### src/sv/lpfd_pkg.sv
// shared types, codes and font table for the led panel frame driver
package lpfd_pkg;

   // command codes
   localparam logic [1:0] CMD_TICK    = 2'd0;
   localparam logic [1:0] CMD_SHOW    = 2'd1;
   localparam logic [1:0] CMD_REFRESH = 2'd2;

   // configuration register indexes
   localparam logic CSR_BLINK_PERIOD = 1'b0;
   localparam logic CSR_HOLD_TIME    = 1'b1;

   localparam int CSR_WIDTH = 15;
   localparam int CNT_WIDTH = 16;
   localparam int NUM_ROWS  = 5;

   localparam logic [CSR_WIDTH-1:0] BLINK_RESET   = 15'd200;
   localparam logic [CSR_WIDTH-1:0] HOLD_RESET    = 15'd1500;
   localparam logic [CNT_WIDTH-1:0] CNT_MAX       = 16'hFFFF;
   localparam logic [7:0]           TWO_DOT_ABOVE = 8'd199;
   localparam logic [7:0]           ONE_DOT_ABOVE = 8'd99;
   localparam logic [7:0]           DOT_BIT       = 8'h01;

   // 3x5 font, two digits per five-byte group (even digit in the high nibble)
   localparam logic [7:0] FONT [25] = '{
      8'h72, 8'h52, 8'h52, 8'h52, 8'h72,
      8'h77, 8'h11, 8'h77, 8'h41, 8'h77,
      8'h57, 8'h54, 8'h77, 8'h11, 8'h17,
      8'h47, 8'h41, 8'h71, 8'h51, 8'h71,
      8'h77, 8'h55, 8'h77, 8'h51, 8'h71
   };

   typedef struct packed {
      logic [1:0]  cmd;
      logic [7:0]  number;
      logic [39:0] normal_rows;
      logic [39:0] normal_blink;
   } req_type;

   typedef struct packed {
      logic [39:0] frame_bits;
      logic        bottom_half;
   } rsp_type;

   // three columns of one digit row, leftmost column in bit 0
   function automatic logic [2:0] digit_cols(input logic [3:0] d, input logic [2:0] row);
      logic [4:0] idx;
      logic [7:0] f;
      logic [2:0] cols;
      idx = 5'({2'b00, d[3:1]} * 5'd5) + 5'(row);
      f = FONT[idx];
      if (d[0]) begin
         cols = {f[0], f[1], f[2]};
      end else begin
         cols = {f[4], f[5], f[6]};
      end
      return cols;
   endfunction

endpackage

### src/sv/led_panel_frame_driver.sv
// top level of the led panel frame driver
//
// Requests arrive on req_valid / req_stall / req_data. A tick request advances
// the hold and blink millisecond counters, a show request draws a two-digit
// number with hundreds dots and holds it, and a refresh request picks the held
// or the normal image, flips the blink phase when due and returns one
// half-frame on rsp_valid / rsp_stall / rsp_data, top and bottom in turn.
// Ticks, shows and unused commands produce no response.
// A request is registered in the input register at acceptance and processed
// from there; a refresh response is registered again in the response register.
// Throughput: one request per cycle while no response is held by rsp_stall,
// set by the single processing stage that updates all panel state.
// When rsp_stall holds a response, one more refresh may wait in the input
// register; after that req_stall rises. Ticks and shows in the input register
// never wait on the response side.
// Synchronous reset clears the counters, phase, half select and shown image
// and loads blink_period 200 and hold_time 1500. The user must write the csr_*
// registers only while no request is in flight; the block does not enforce it.
module led_panel_frame_driver (
   input  logic                     clock,
   input  logic                     reset,
   input  logic                     req_valid,
   output logic                     req_stall,
   input  lpfd_pkg::req_type        req_data,
   output logic                     rsp_valid,
   input  logic                     rsp_stall,
   output lpfd_pkg::rsp_type        rsp_data,
   input  logic                     csr_write,
   input  logic                     csr_index,
   input  logic [lpfd_pkg::CSR_WIDTH-1:0] csr_data
);
   import lpfd_pkg::*;

   logic [CSR_WIDTH-1:0] blink_period_ff;
   logic [CSR_WIDTH-1:0] hold_time_ff;

   logic                 s1_valid_ff, s1_valid_in;
   req_type              s1_data_ff;

   logic                 rsp_valid_ff, rsp_valid_in;
   rsp_type              rsp_data_ff, rsp_data_in;

   logic                 showing_ff, showing_in;
   logic [CNT_WIDTH-1:0] hold_elapsed_ff, hold_elapsed_in;
   logic [CNT_WIDTH-1:0] blink_elapsed_ff, blink_elapsed_in;
   logic                 blink_on_ff, blink_on_in;
   logic                 sent_top_ff, sent_top_in;
   logic [39:0]          shown_rows_ff, shown_rows_in;
   logic [39:0]          shown_blink_ff, shown_blink_in;

   logic                 produces;
   logic                 advance;
   logic                 req_accept;

   // digit split of the shown number
   logic [15:0]          tens_prod;
   logic [4:0]           tens_full;
   logic [7:0]           ones_wide;
   logic [3:0]           ones_digit;
   logic [12:0]          hund_prod;
   logic [1:0]           hund;
   logic [4:0]           tens_wide;
   logic [3:0]           tens_digit;
   logic [39:0]          number_rows;

   logic [39:0]          lit_bits;

   // handshake and stage advance
   assign produces   = (s1_data_ff.cmd == CMD_REFRESH);
   assign advance    = s1_valid_ff && (!produces || !rsp_valid_ff || !rsp_stall);
   assign req_stall  = s1_valid_ff && !advance;
   assign req_accept = req_valid && !req_stall;
   assign s1_valid_in = req_accept || (s1_valid_ff && !advance);

   assign rsp_valid = rsp_valid_ff;
   assign rsp_data  = rsp_data_ff;

   // number to digits by reciprocal multiply
   assign tens_prod  = 16'(s1_data_ff.number) * 16'd205;
   assign tens_full  = tens_prod[15:11];
   assign ones_wide  = s1_data_ff.number - (8'(tens_full) * 8'd10);
   assign ones_digit = ones_wide[3:0];
   assign hund_prod  = 13'(tens_full) * 13'd205;
   assign hund       = hund_prod[12:11];
   assign tens_wide  = tens_full - (5'(hund) * 5'd10);
   assign tens_digit = tens_wide[3:0];

   // number image: ones at bits 7..5, tens at bits 3..1, hundreds dots
   always_comb begin
      number_rows = '0;
      for (int r = 0; r < NUM_ROWS; r++) begin
         number_rows[8*r+5 +: 3] = digit_cols(ones_digit, 3'(r));
         number_rows[8*r+1 +: 3] = digit_cols(tens_digit, 3'(r));
      end
      if (s1_data_ff.number > TWO_DOT_ABOVE) begin
         number_rows[31:24] = number_rows[31:24] | DOT_BIT;
      end
      if (s1_data_ff.number > ONE_DOT_ABOVE) begin
         number_rows[39:32] = number_rows[39:32] | DOT_BIT;
      end
   end

   // next state and response
   always_comb begin
      showing_in       = showing_ff;
      hold_elapsed_in  = hold_elapsed_ff;
      blink_elapsed_in = blink_elapsed_ff;
      blink_on_in      = blink_on_ff;
      sent_top_in      = sent_top_ff;
      shown_rows_in    = shown_rows_ff;
      shown_blink_in   = shown_blink_ff;
      rsp_data_in      = rsp_data_ff;
      lit_bits         = '0;
      case (s1_data_ff.cmd)
         CMD_TICK: begin
            if (hold_elapsed_ff != CNT_MAX) begin
               hold_elapsed_in = hold_elapsed_ff + 16'd1;
            end
            if (blink_elapsed_ff != CNT_MAX) begin
               blink_elapsed_in = blink_elapsed_ff + 16'd1;
            end
         end
         CMD_SHOW: begin
            shown_rows_in   = number_rows;
            shown_blink_in  = '0;
            showing_in      = 1'b1;
            hold_elapsed_in = '0;
         end
         CMD_REFRESH: begin
            if (showing_ff && (hold_elapsed_ff > {1'b0, hold_time_ff})) begin
               showing_in = 1'b0;
            end
            if (!showing_in) begin
               shown_rows_in  = s1_data_ff.normal_rows;
               shown_blink_in = s1_data_ff.normal_blink;
            end
            if (blink_elapsed_ff > {1'b0, blink_period_ff}) begin
               blink_on_in      = !blink_on_ff;
               blink_elapsed_in = '0;
            end
            lit_bits = shown_rows_in | (shown_blink_in & {40{blink_on_in}});
            if (!sent_top_ff) begin
               rsp_data_in.frame_bits  = {24'd0, lit_bits[15:8], lit_bits[7:0]};
               rsp_data_in.bottom_half = 1'b0;
               sent_top_in = 1'b1;
            end else begin
               rsp_data_in.frame_bits  = {lit_bits[39:16], 16'd0};
               rsp_data_in.bottom_half = 1'b1;
               sent_top_in = 1'b0;
            end
         end
         default: begin
         end
      endcase
   end

   // response valid
   always_comb begin
      rsp_valid_in = rsp_valid_ff && rsp_stall;
      if (advance && produces) begin
         rsp_valid_in = 1'b1;
      end
   end

   // control registers
   always_ff @(posedge clock) begin
      if (reset) begin
         blink_period_ff  <= BLINK_RESET;
         hold_time_ff     <= HOLD_RESET;
         s1_valid_ff      <= 1'b0;
         rsp_valid_ff     <= 1'b0;
         showing_ff       <= 1'b0;
         hold_elapsed_ff  <= '0;
         blink_elapsed_ff <= '0;
         blink_on_ff      <= 1'b0;
         sent_top_ff      <= 1'b0;
         shown_rows_ff    <= '0;
         shown_blink_ff   <= '0;
      end else begin
         if (csr_write) begin
            if (csr_index == CSR_BLINK_PERIOD) begin
               blink_period_ff <= csr_data;
            end else begin
               hold_time_ff <= csr_data;
            end
         end
         s1_valid_ff  <= s1_valid_in;
         rsp_valid_ff <= rsp_valid_in;
         if (advance) begin
            showing_ff       <= showing_in;
            hold_elapsed_ff  <= hold_elapsed_in;
            blink_elapsed_ff <= blink_elapsed_in;
            blink_on_ff      <= blink_on_in;
            sent_top_ff      <= sent_top_in;
            shown_rows_ff    <= shown_rows_in;
            shown_blink_ff   <= shown_blink_in;
         end
      end
   end

   // payload registers
   always_ff @(posedge clock) begin
      if (req_accept) begin
         s1_data_ff <= req_data;
      end
      if (advance && produces) begin
         rsp_data_ff <= rsp_data_in;
      end
   end

endmodule
### config.mk
export PLATFORM = sky130hd
export DESIGN_NAME = led_panel_frame_driver
export DESIGN_NICKNAME = d
export VERILOG_FILES = /design/src/sv/lpfd_pkg.sv /design/src/sv/led_panel_frame_driver.sv
export SDC_FILE = /design/constraint.sdc
export NUM_CORES = 1
export LEC_CHECK = 0
export ABC_AREA = 1
export BUFFER_PORTS_ARGS = -buffer_cell sky130_fd_sc_hd__buf_2
export CORE_MARGIN = 1
export CORE_UTILIZATION = 40
export CTS_CLUSTER_SIZE = 40
export DETAILED_ROUTE_END_ITERATION = 10
export HOLD_SLACK_MARGIN = 0.03
export REMOVE_ABC_BUFFERS = 1
export SETUP_SLACK_MARGIN = 0.4
export SLEW_MARGIN = 20
export SYNTH_ARGS = -nofsm -noshare
export SYNTH_HDL_FRONTEND = slang
export SYNTH_SLANG_ARGS = --single-unit
### constraint.sdc
create_clock -name clock -period 9.45 [get_ports clock]
set_clock_uncertainty 0.15 [all_clocks]
set_input_delay 0.4725 -clock clock [delete_from_list [all_inputs] [get_ports clock]]
set_output_delay 0.4725 -clock clock [all_outputs]
set_load 0.1 [all_outputs]
==> results_dict.tcl <==
set metrics [dict create \
    vias 14467 \
    ys_types 58 \
    synth_area_leaders "edfxtp_1, dfxtp_1, ha_1, nand2_1, inv_1" \
    numCtsBuffers 31 \
    setup_viol 0 \
    portBuffers 153 \
    cpPeakStageDelay_ns 0.54 \
    start_kind "flip-flop" \
    area_growth_pct 21.9 \
    slew_viol_final 0 \
    synth.avg_cell_area_sq_um 8.20 \
    yosysSeqAreaShare_pct 41.2 \
    worst-path-max-fanout 6 \
    worst_pin_slew_ns 0.965 \
    final_common_cell "nand2_1" \
    crit_required_ns 9.76 \
    synth_edf_count 131 \
    cp-end-kind "flip-flop" \
    status "finished, violations left" \
    dieArea_sq_mm 0.0426 \
    reg2reg_setup_slack_ns 0.78 \
    crit_arrival_ns 8.98 \
    final_net_count 2567 \
    clock_path_buffers 3 \
    fp-row-count 74 \
    viasPerCell 5.09 \
    fin_tns_setup_ns 0 \
    gp_routability_congestion 0.910 \
    dp_slack_ns 0.110 \
    hold_viol 0 \
    drive_gt1_share_pct 13.8 \
    postSynth.asyncResetShare_pct 0 \
    antenna_left 0 \
    fin_ws_ns 0.776 \
    ys_warn_count 0 \
    grt_pass1_vias 13871 \
    drc 21 \
    min_period_ns 8.67 \
    synth_top_area_cell "edfxtp_1" \
    die_x_um 206 \
    antenna_found_initial 1 \
    synthCells 2037 \
    cpMostUsedCell "nand2_1" \
    syn_area_sq_mm 0.0167 \
    maxCapViolations 0 \
    ys_ff_latch 278 \
    first_iter_violations 966 \
    violations "design-rule violations" \
    critPathKind "flip-flop to flip-flop" \
    initial_core_util_pct 40.7 \
    track_usage_pct 21.2 \
    rsz0062_at_grt "false" \
    slowest_stage "fa_1" \
    placed_cell_area_sq_mm 0.0181 \
    layout_common_cells "nand2_1, inv_1, a21oi_1" \
    wl_per_cell_um 16.1 \
    ys.flop_type "dfxtp_1" \
    post-route-period-util_pct 91.8 \
    coreArea_sq_mm 0.0410 \
    drt_wl_total_mm 45.7 \
    cp_num_buf_inv 9 \
    crit_family "adder cells" \
    cts_sinks 278 \
    grt_pass1_wl_mm 71.9 \
    cts_tree "built" \
    synth.top_cell.area_share_pct 23.6 \
    finalInstanceArea_sq_mm 0.0204 \
    grt_max_degree 73 \
    clkTransAtPathRegs_ns 0.06 \
    grt_overflow 0 \
    dieHeight_um 206 \
    pin_count 154 \
    cts_root_buf "clkbuf_16" \
    dp_hpwl_mm 31.1 \
    worst_skew_pair.late_latency_ns 0.59 \
    drtPass1Iterations 8 \
    diodes 0 \
    relSlewSlack_pct 35.6 \
    hold_class "input port to flip-flop" \
    htreeDepth 1 \
    fmax_ghz 0.115 \
]
## logic make-up after synthesis
logic type / share of synthesized area, %
muxes: 2.40
xor gates and xnor gates: 1.29
adders and majority gates: 13.4
and+or+nand+nor: 18.9
AOI/OAI and AO/OA: 14.4
DFF: 41.2
buffers and inverters: 8.42
## worst register-to-register path, delay by kind of cell (launching register included)
| kind | cells | cell delay (ns) |
|---|---|---|
| flops | 1 | 0.45 |
| simple gates | 19 | 1.61 |
| fa+ha+maj | 13 | 4.23 |
| xor+xnor | 1 | 0.17 |
| buf+inv | 9 | 0.84 |
| compound gates | 7 | 1.09 |
## cell type report
type,count,area [sq um]
clock buffers,39,836
clock inverters,19,264
fillers,3898,20700
inverters,293,1100
multi-input cells,1395,8610
flip-flops and latches,278,6880
well taps,532,666
repair buffers,285,2010
## routing by layer
metal	part of all wire, %	track usage (%)	vias up
li1	-	-	7329
met1	47	28.1	6752
met2	47	36.3	312
met3	4.1	2.73	74
met4	2.1	5.49	0
met5	0	0	-
## final timing paths
path	depth (start not counted)	start	to
max	49	s1_data_ff[81]	shown_rows_ff[25]
max reg2reg	49	s1_data_ff[81]	shown_rows_ff[25]
min reg2reg	2	hold_time_ff[1]	hold_time_ff[1]
min	3	csr_data[1]	hold_time_ff[1]
## metrics by stage
step / util (%) / instances / hold slack, ns
final: 49.6 / 2841 / 0.0715
after CTS: 49.2 / 2836 / 0.0331
after detailed placement: 44.1 / 2677 / 0.303
after floorplan: - / 1966 / 0.287
after global routing: 49.6 / 2841 / 0.0551
after global placement: 44.1 / 2677 / 0.297
## cells in the mapped netlist, drive strengths merged (3+ instances only)
| library cell | instances |
|---|---|
| nand2 | 433 |
| inv | 286 |
| a21oi | 201 |
| ha | 160 |
| dfxtp | 147 |
| o21ai | 135 |
| edfxtp | 131 |
| nand3 | 121 |
| nor2 | 113 |
| clkbuf | 50 |
| mux2i | 40 |
| nor3 | 24 |
| o211ai | 24 |
| buf | 21 |
| nand4 | 20 |
| xor2 | 15 |
| or2 | 13 |
| fa | 12 |
| o22ai | 11 |
| a211oi | 9 |
| a31oi | 8 |
| clkinv | 7 |
| xnor2 | 7 |
| a21o | 6 |
| a22oi | 5 |
| nand3b | 5 |
| o221ai | 5 |
| a31o | 4 |
| o21bai | 4 |
| o31ai | 4 |
| a32oi | 3 |
## timing repair
action                                 4_1_cts  5_1_grt
buffers inserted                             1        5
endpoints found under the hold margin      104        0
hold buffers                               100        0
pin swaps                                    0        2
resized for setup                            4       32
setup endpoints to repair                    4       15
## flip-flops by register name, indices dropped and copies added, names as in the netlist
register	count
s1_valid_ff	1
s1_data_ff	90
showing_ff	1
blink_period_ff	15
shown_blink_ff	40
sent_top_ff	1
rsp_valid	1
blink_on_ff	1
hold_time_ff	15
shown_rows_ff	40
blink_elapsed_ff	16
hold_elapsed_ff	16
rsp_data	41
Power is not shown: default switching activity piles up to over one toggle a cycle in this logic, so the estimate is an artifact.
